## src/rtl/cbs_pkg.sv

```systemverilog
package cbs_pkg;

    localparam int COORD_BITS = 24;
    localparam int MAX_DEPTH  = 4;
    localparam int DEPTH_W    = 3;
    localparam int LVL_W      = $clog2(MAX_DEPTH + 1);
    localparam int SLOT_W     = (MAX_DEPTH > 1) ? $clog2(MAX_DEPTH) : 1;
    localparam int IN_W       = 8 * COORD_BITS;
    localparam int IN_BYTES   = (IN_W + 7) / 8;
    localparam int OUT_W      = 4 * COORD_BITS;
    localparam int OUT_BYTES  = (OUT_W + 7) / 8;

    typedef logic signed [COORD_BITS-1:0] coord_t;
    typedef logic [LVL_W-1:0]             level_t;
    typedef logic [SLOT_W-1:0]            slot_t;

    typedef struct packed {
        coord_t y;
        coord_t x;
    } point_t;

    typedef struct packed {
        point_t d;
        point_t c;
        point_t b;
        point_t a;
    } curve_t;

    // right half of a split, waiting for its turn
    typedef struct packed {
        point_t d;
        point_t c;
        point_t b;
    } half_t;

    typedef enum logic [1:0] {
        ST_IDLE,
        ST_SPLIT,
        ST_EMIT
    } state_t;

    typedef struct packed {
        logic  load;
        logic  split;
        logic  emit;
        logic  pop;
        logic  last;
        slot_t slot;
    } cmd_t;

    typedef struct packed {
        logic out_free;
    } status_t;

    // floor((a + b) / 2) on the exact sum
    function automatic coord_t mid(coord_t a, coord_t b);
        logic signed [COORD_BITS:0] s;
        s = {a[COORD_BITS-1], a} + {b[COORD_BITS-1], b};
        return s[COORD_BITS:1];
    endfunction

    function automatic point_t mid_pt(point_t p, point_t q);
        point_t r;
        r.x = mid(p.x, q.x);
        r.y = mid(p.y, q.y);
        return r;
    endfunction

endpackage

```

## src/rtl/cbs_ctrl.sv

```systemverilog
module cbs_ctrl (
    input  logic                              aclk,
    input  logic                              aresetn,
    input  logic                              s_tvalid,
    output logic                              s_tready,
    input  logic [cbs_pkg::DEPTH_W-1:0]       depth,
    input  cbs_pkg::status_t                  status,
    output cbs_pkg::cmd_t                     cmd
);

    cbs_pkg::state_t state_reg, state_next;
    cbs_pkg::level_t level_reg, level_next;
    logic [1:0]                   cnt_reg, cnt_next;
    logic [cbs_pkg::MAX_DEPTH-1:0] pend_reg, pend_next;

    cbs_pkg::slot_t low_slot;
    cbs_pkg::slot_t push_slot;
    cbs_pkg::level_t level_m1;
    logic           accept;
    logic           seg_done;

    localparam logic [1:0] SEG_LAST = 2'd2;

    assign accept    = s_tvalid && s_tready;
    assign level_m1  = level_reg - cbs_pkg::level_t'(1);
    assign push_slot = level_m1[cbs_pkg::SLOT_W-1:0];
    assign seg_done  = (state_reg == cbs_pkg::ST_EMIT) && status.out_free &&
                       (cnt_reg == SEG_LAST);

    // most recently pushed half sits at the lowest pending slot
    always_comb begin
        low_slot = '0;
        for (int i = cbs_pkg::MAX_DEPTH - 1; i >= 0; i--) begin
            if (pend_reg[i]) begin
                low_slot = cbs_pkg::slot_t'(i);
            end
        end
    end

    always_comb begin
        state_next = state_reg;
        case (state_reg)
            cbs_pkg::ST_IDLE: begin
                if (accept) begin
                    state_next = (depth == '0) ? cbs_pkg::ST_EMIT : cbs_pkg::ST_SPLIT;
                end
            end
            cbs_pkg::ST_SPLIT: begin
                if (level_reg == cbs_pkg::level_t'(1)) begin
                    state_next = cbs_pkg::ST_EMIT;
                end
            end
            cbs_pkg::ST_EMIT: begin
                if (seg_done) begin
                    if (pend_reg == '0) begin
                        state_next = cbs_pkg::ST_IDLE;
                    end else if (low_slot != '0) begin
                        state_next = cbs_pkg::ST_SPLIT;
                    end
                end
            end
            default: state_next = cbs_pkg::ST_IDLE;
        endcase
    end

    always_comb begin
        cmd        = '0;
        s_tready   = 1'b0;
        level_next = level_reg;
        cnt_next   = cnt_reg;
        pend_next  = pend_reg;
        case (state_reg)
            cbs_pkg::ST_IDLE: begin
                s_tready = 1'b1;
                if (accept) begin
                    cmd.load   = 1'b1;
                    level_next = cbs_pkg::level_t'(depth);
                    cnt_next   = '0;
                    pend_next  = '0;
                end
            end
            cbs_pkg::ST_SPLIT: begin
                cmd.split             = 1'b1;
                cmd.slot              = push_slot;
                pend_next[push_slot]  = 1'b1;
                level_next            = level_m1;
            end
            cbs_pkg::ST_EMIT: begin
                if (status.out_free) begin
                    cmd.emit = 1'b1;
                    cnt_next = cnt_reg + 2'd1;
                    if (cnt_reg == SEG_LAST) begin
                        cnt_next = '0;
                        if (pend_reg == '0) begin
                            cmd.last = 1'b1;
                        end else begin
                            cmd.pop             = 1'b1;
                            cmd.slot            = low_slot;
                            pend_next[low_slot] = 1'b0;
                            level_next          = cbs_pkg::level_t'(low_slot);
                        end
                    end
                end
            end
            default: ;
        endcase
    end

    always_ff @(posedge aclk) begin
        if (!aresetn) begin
            state_reg <= cbs_pkg::ST_IDLE;
            level_reg <= '0;
            cnt_reg   <= '0;
            pend_reg  <= '0;
        end else begin
            state_reg <= state_next;
            level_reg <= level_next;
            cnt_reg   <= cnt_next;
            pend_reg  <= pend_next;
        end
    end

endmodule

```

## src/rtl/cbs_datapath.sv

```systemverilog
module cbs_datapath (
    input  logic                 aclk,
    input  logic                 aresetn,
    input  cbs_pkg::curve_t      curve,
    input  cbs_pkg::cmd_t        cmd,
    output cbs_pkg::status_t     status,
    output logic                 m_tvalid,
    input  logic                 m_tready,
    output cbs_pkg::point_t      out_from,
    output cbs_pkg::point_t      out_to,
    output logic                 out_last
);

    cbs_pkg::point_t pen_reg, b_reg, c_reg, d_reg;
    cbs_pkg::half_t  stack_reg [cbs_pkg::MAX_DEPTH];

    cbs_pkg::point_t ab, bc, cd, abc, bcd, m;
    cbs_pkg::point_t from_reg, to_reg;
    logic            last_reg;
    logic            valid_reg;

    assign ab  = cbs_pkg::mid_pt(pen_reg, b_reg);
    assign bc  = cbs_pkg::mid_pt(b_reg, c_reg);
    assign cd  = cbs_pkg::mid_pt(c_reg, d_reg);
    assign abc = cbs_pkg::mid_pt(ab, bc);
    assign bcd = cbs_pkg::mid_pt(bc, cd);
    assign m   = cbs_pkg::mid_pt(abc, bcd);

    assign status.out_free = !valid_reg || m_tready;

    assign m_tvalid = valid_reg;
    assign out_from = from_reg;
    assign out_to   = to_reg;
    assign out_last = last_reg;

    always_ff @(posedge aclk) begin
        if (cmd.load) begin
            pen_reg <= curve.a;
            b_reg   <= curve.b;
            c_reg   <= curve.c;
            d_reg   <= curve.d;
        end else if (cmd.split) begin
            // pen stays: left half starts where the pen is
            b_reg <= ab;
            c_reg <= abc;
            d_reg <= m;
            stack_reg[cmd.slot] <= '{d: d_reg, c: cd, b: bcd};
        end else if (cmd.emit) begin
            pen_reg <= b_reg;
            if (cmd.pop) begin
                b_reg <= stack_reg[cmd.slot].b;
                c_reg <= stack_reg[cmd.slot].c;
                d_reg <= stack_reg[cmd.slot].d;
            end else begin
                b_reg <= c_reg;
                c_reg <= d_reg;
            end
        end
    end

    always_ff @(posedge aclk) begin
        if (cmd.emit) begin
            from_reg <= pen_reg;
            to_reg   <= b_reg;
            last_reg <= cmd.last;
        end
    end

    always_ff @(posedge aclk) begin
        if (!aresetn) begin
            valid_reg <= 1'b0;
        end else if (cmd.emit) begin
            valid_reg <= 1'b1;
        end else if (m_tready) begin
            valid_reg <= 1'b0;
        end
    end

endmodule

```

## src/rtl/cubic_bezier_subdivider_top.sv

```systemverilog
// Channel   Dir  Handshake          Payload
// s_        in   s_tvalid/s_tready  s_tdata: four control points of one curve
// m_        out  m_tvalid/m_tready  m_tdata: one line segment, m_tlast on last
// cfg_      in   cfg_wr_en          cfg_wr_data: subdivision depth (0..4)
//
// A curve at depth n is accepted, then split 2^n - 1 times and emitted as
// 3 * 2^n segments. Each split is done by the midpoint unit; each segment
// passes through the output register.
// A stall on m_tready holds the segment sequencer; s_tready is high only
// between curves. Reset clears control state and sets the depth to 4.
module cubic_bezier_subdivider_top (
    input  logic                              aclk,
    input  logic                              aresetn,
    input  logic                              s_tvalid,
    output logic                              s_tready,
    // start_x, start_y, ctrl_one_x, ctrl_one_y, ctrl_two_x, ctrl_two_y,
    // end_x, end_y
    input  logic [8*cbs_pkg::IN_BYTES-1:0]    s_tdata,
    output logic                              m_tvalid,
    input  logic                              m_tready,
    // from_x, from_y, to_x, to_y
    output logic [8*cbs_pkg::OUT_BYTES-1:0]   m_tdata,
    output logic                              m_tlast,
    input  logic                              cfg_wr_en,
    input  logic [cbs_pkg::DEPTH_W-1:0]       cfg_wr_data
);

    logic [cbs_pkg::DEPTH_W-1:0] depth_reg;
    logic [cbs_pkg::DEPTH_W-1:0] depth_sat;
    cbs_pkg::curve_t             curve;
    cbs_pkg::cmd_t               cmd;
    cbs_pkg::status_t            status;
    cbs_pkg::point_t             out_from, out_to;

    always_ff @(posedge aclk) begin
        if (!aresetn) begin
            depth_reg <= cbs_pkg::DEPTH_W'(cbs_pkg::MAX_DEPTH);
        end else if (cfg_wr_en) begin
            depth_reg <= cfg_wr_data;
        end
    end

    assign depth_sat = (depth_reg > cbs_pkg::DEPTH_W'(cbs_pkg::MAX_DEPTH)) ?
                       cbs_pkg::DEPTH_W'(cbs_pkg::MAX_DEPTH) : depth_reg;

    assign curve.a.x = s_tdata[0*cbs_pkg::COORD_BITS +: cbs_pkg::COORD_BITS];
    assign curve.a.y = s_tdata[1*cbs_pkg::COORD_BITS +: cbs_pkg::COORD_BITS];
    assign curve.b.x = s_tdata[2*cbs_pkg::COORD_BITS +: cbs_pkg::COORD_BITS];
    assign curve.b.y = s_tdata[3*cbs_pkg::COORD_BITS +: cbs_pkg::COORD_BITS];
    assign curve.c.x = s_tdata[4*cbs_pkg::COORD_BITS +: cbs_pkg::COORD_BITS];
    assign curve.c.y = s_tdata[5*cbs_pkg::COORD_BITS +: cbs_pkg::COORD_BITS];
    assign curve.d.x = s_tdata[6*cbs_pkg::COORD_BITS +: cbs_pkg::COORD_BITS];
    assign curve.d.y = s_tdata[7*cbs_pkg::COORD_BITS +: cbs_pkg::COORD_BITS];

    cbs_ctrl u_ctrl (
        .aclk     (aclk),
        .aresetn  (aresetn),
        .s_tvalid (s_tvalid),
        .s_tready (s_tready),
        .depth    (depth_sat),
        .status   (status),
        .cmd      (cmd)
    );

    cbs_datapath u_datapath (
        .aclk     (aclk),
        .aresetn  (aresetn),
        .curve    (curve),
        .cmd      (cmd),
        .status   (status),
        .m_tvalid (m_tvalid),
        .m_tready (m_tready),
        .out_from (out_from),
        .out_to   (out_to),
        .out_last (m_tlast)
    );

    assign m_tdata = (8*cbs_pkg::OUT_BYTES)'({out_to.y, out_to.x, out_from.y, out_from.x});

endmodule

```

## config.mk

```make
export PLATFORM = sky130hd
export DESIGN_NAME = cubic_bezier_subdivider_top
export DESIGN_NICKNAME = d
export VERILOG_FILES = /design/src/rtl/cbs_pkg.sv /design/src/rtl/cbs_ctrl.sv /design/src/rtl/cbs_datapath.sv /design/src/rtl/cubic_bezier_subdivider_top.sv
export SDC_FILE = /design/constraint.sdc
export NUM_CORES = 2
export LEC_CHECK = 0
export ABC_CLOCK_PERIOD_IN_PS = 46000
export BUFFER_PORTS_ARGS = -buffer_cell sky130_fd_sc_hd__buf_4
export CAP_MARGIN = 5
export CORE_MARGIN = 10
export CORE_UTILIZATION = 65
export DETAILED_ROUTE_END_ITERATION = 10
export PLACE_DENSITY_LB_ADDON = 0.05
export SLEW_MARGIN = 20
export SYNTH_ARGS = -nofsm -noshare
export SYNTH_HDL_FRONTEND = slang
export SYNTH_HIERARCHICAL = 1
export SYNTH_SLANG_ARGS = --single-unit
```

## constraint.sdc

```tcl
create_clock -name aclk -period 46 [get_ports aclk]
set_input_delay 6.9 -clock aclk [delete_from_list [all_inputs] [get_ports aclk]]
set_output_delay 6.9 -clock aclk [all_outputs]
set_load 0.02 [all_outputs]
```

==> metrics.txt <==
cts bufs inserted between 90 and 100; instance count on the critical path 8; # Post-CTS Setup Buffers 0; Tcrit/Tclk final a little under a quarter; total congestion overflow 0; Die ar. between 80000 and 90000 um2; commonest cells in the synthesized netlist 865 x edfxtp_1, 320 x a21oi_1, 282 x nand2_1, 275 x ha_1, 260 x nor2_1; Starting DRT DRC Count between 3000 and 4000; routed wirelength normalized by instance count 24.8 um; outcome completed; syn nets around 4400; skew final between 0.02 and 0.025 ns; Starting Density 65.5%; cell area reported after detailed placement approximately 53000 um2; share of layout cells above drive strength 1 17.9%; FFs w/ async S/R, synth 0%; worst skew pair latency roughly 0.65 ns; H-tree levels 3; cells along the critical path buf_4, nand2b_1, nand3b_4, o21a_1, nor2_4, and3_4, buf_4, buf_4; Core Box Area 75800 um2; count of unique library cells instantiated by Yosys around 130; die outline width between 200 and 300 um; xor and xnor fraction of the mapped netlist area about 4.8%; largest cells by area after synthesis edfxtp_1 52%, ha_1 6.9%, mux4_2 6.5%, a21oi_1 3.2%, xnor2_1 3.0%; global-route wire length before repair about 200 mm; Worst Hold Margin roughly 0.46 ns; first-pass detailed-route iteration total 6; Post-synth top flop edfxtp_1; clock tree from TritonCTS built; number of top-level design ports roughly 300; final worst path period need around 11 ns; worst stage delay on the critical path roughly 0.87 ns; type of element launching the critical path input pin; post-detailed-route DRC marker count 0; weighted congestion at the end of routability-driven global placement approximately 0.94; crit-path most repeated cell buf_4; final net count between 4000 and 5000; hold-fix buffer count after cts 0; maximum number of pins on one net before global-route repair between 100 and 150; depth of the most critical reg-to-reg path 24; dominant combinational cell family by area after synthesis compound AO/OA/AOI/OAI gates; EDFF count, synth roughly 870; number of flip-flops under the largest register name approximately 580; synthesized area per cell between 10 and 15 um2; Yosys Warn Count 6; fraction of post-synthesis cell area in the top cell type by area a little over half; max-slew violation count 0; number of buffer and inverter stages on the critical path 3; number of diodes 0; number of gates resized after cts 0; unrepaired setup endpoints after global routing false; reg2reg setup slack approximately 38 ns; fraction of the mapped netlist area in compound gates about 14%; antenna viol nets, final 0; post-synthesis instance area slightly below 50000 um2; via count of the first global-routing pass roughly 34000; Total Negative Setup Slacks 0 ns; end of the worst register-to-register path u_datapath/d_reg[21]; classification of the worst-slack hold path register to register; #FFs+latches synth slightly below 900; final std cell area, no fill around 56000 um2; num rows a little over 100; slew margin rel. 24.4%; number of antenna violations at the first check in global routing 2; category of the worst setup path capture point register; Chip Height 296 um; critical path arrival 10.80 ns; reg2reg start u_datapath/c_reg[1]; setup violators final 0; vias per inst about 6.6; Final HPWL DP 90.1 mm; timing-limited maximum frequency around 0.095 GHz; slew at the pin closest to its max-slew limit between 1 and 1.5 ns; total number of vias 34600; largest buffer count on any clock path 3; Total Routed Length about 130 mm; standard cell with the maximum stage delay on the critical path buf_4; signed area change from the synthesized netlist to the final layout 12.3%; Post-Synth Simple-Gate Area under 10%; synthesized-area fraction occupied by adder cells between 7 and 8%; fraction of synthesized area in multiplexers between 10% and 20%; data required time of the critical path between 40 and 50 ns; Worst Setup Path Type input pin to register; maximum fanout count along the critical path about 60; leading cell type by number of instances after synthesis edfxtp_1; CP Launch Point m_tready; final hold vios 0; # Max-Cap Violations 0; leading area contributor after synthesis edfxtp_1; Clock Tree Root clkbuf_16; number of port buffers between 200 and 300; all-layer global routing usage 29.4%; TritonCTS sink count 880; fraction of the yosys area taken by sequential cells 52.9%; critical path's top delay family buffers and inverters; capture point of the critical path u_datapath/stack_reg[3][86]; Synth Instances 3933; Clock transition at path regs 0.06 ns
[layer usage]
layer / GRT usage [%] / vias up / wire length [um]
li1: - / 15800 / -
met1: 41.3 / 17000 / 53800
met5: 0 / - / 25
met3: 5.94 / 211 / 12700
met2: 45.8 / 1645 / 60700
met4: 9.33 / 4 / 3670
[stage by stage]
step	cells	utilization, %	worst slack (ns)
after floorplan	3933	-	26.58
after global placement	5105	69.8	34.85
after detailed placement	5105	69.8	34.83
after CTS	5273	73.6	35.49
after global routing	5273	73.6	35.22
final	5273	73.6	35.45
[cells in the final DEF (no fill, tap or decap), types with 32 or more instances in the layout]
| cell type | count |
|---|---|
| nor3_1 | 45 |
| buf_4 | 332 |
| mux2i_1 | 127 |
| a211oi_1 | 32 |
| a21o_1 | 90 |
| nand3_1 | 55 |
| a31oi_1 | 37 |
| mux4_2 | 144 |
| o21a_1 | 41 |
| nand2_1 | 280 |
| edfxtp_1 | 865 |
| inv_1 | 113 |
| nor2b_1 | 40 |
| nand2b_1 | 45 |
| a21oi_1 | 320 |
| mux2_2 | 49 |
| xor2_1 | 67 |
| clkbuf_16 | 94 |
| nor2_1 | 257 |
| xnor2_1 | 169 |
| ha_1 | 274 |
| o21ai_0 | 234 |
[layout make-up]
cell class | count | area [um2]
Inverter | 115 | 434
Clock buffer | 109 | 2410
Multi-Input combinational cell | 2799 | 22500
Fill cell | 5125 | 20100
Tap cell | 978 | 1220
Sequential cell | 880 | 26300
Clock inverter | 59 | 462
Timing Repair Buffer | 333 | 2510
[cell families after synthesis]
kind of cell	after synthesis
adder cells (fa/ha/maj)	293
AO/OA/AOI/OAI	1042
multiplexers	320
XOR/XNOR	251
flip-flops	880
AND/OR/NAND/NOR	893
buffers and inverters	254
[worst min-delay path by stage]
stage,cells past startpoint,start,end
finish,0,u_datapath/pen_reg[13],u_datapath/out_from[13]
global route,0,u_datapath/pen_reg[12],u_datapath/out_from[12]
CTS,0,u_datapath/pen_reg[34],u_datapath/out_from[34]
detailed placement,0,u_datapath/pen_reg[13],u_datapath/out_from[13]
global placement,0,u_datapath/pen_reg[34],u_datapath/out_from[34]
floorplan,0,u_datapath/pen_reg[10],u_datapath/out_from[10]
Power is not shown: default switching activity piles up to over one toggle a cycle in this logic, so the estimate is an artifact.
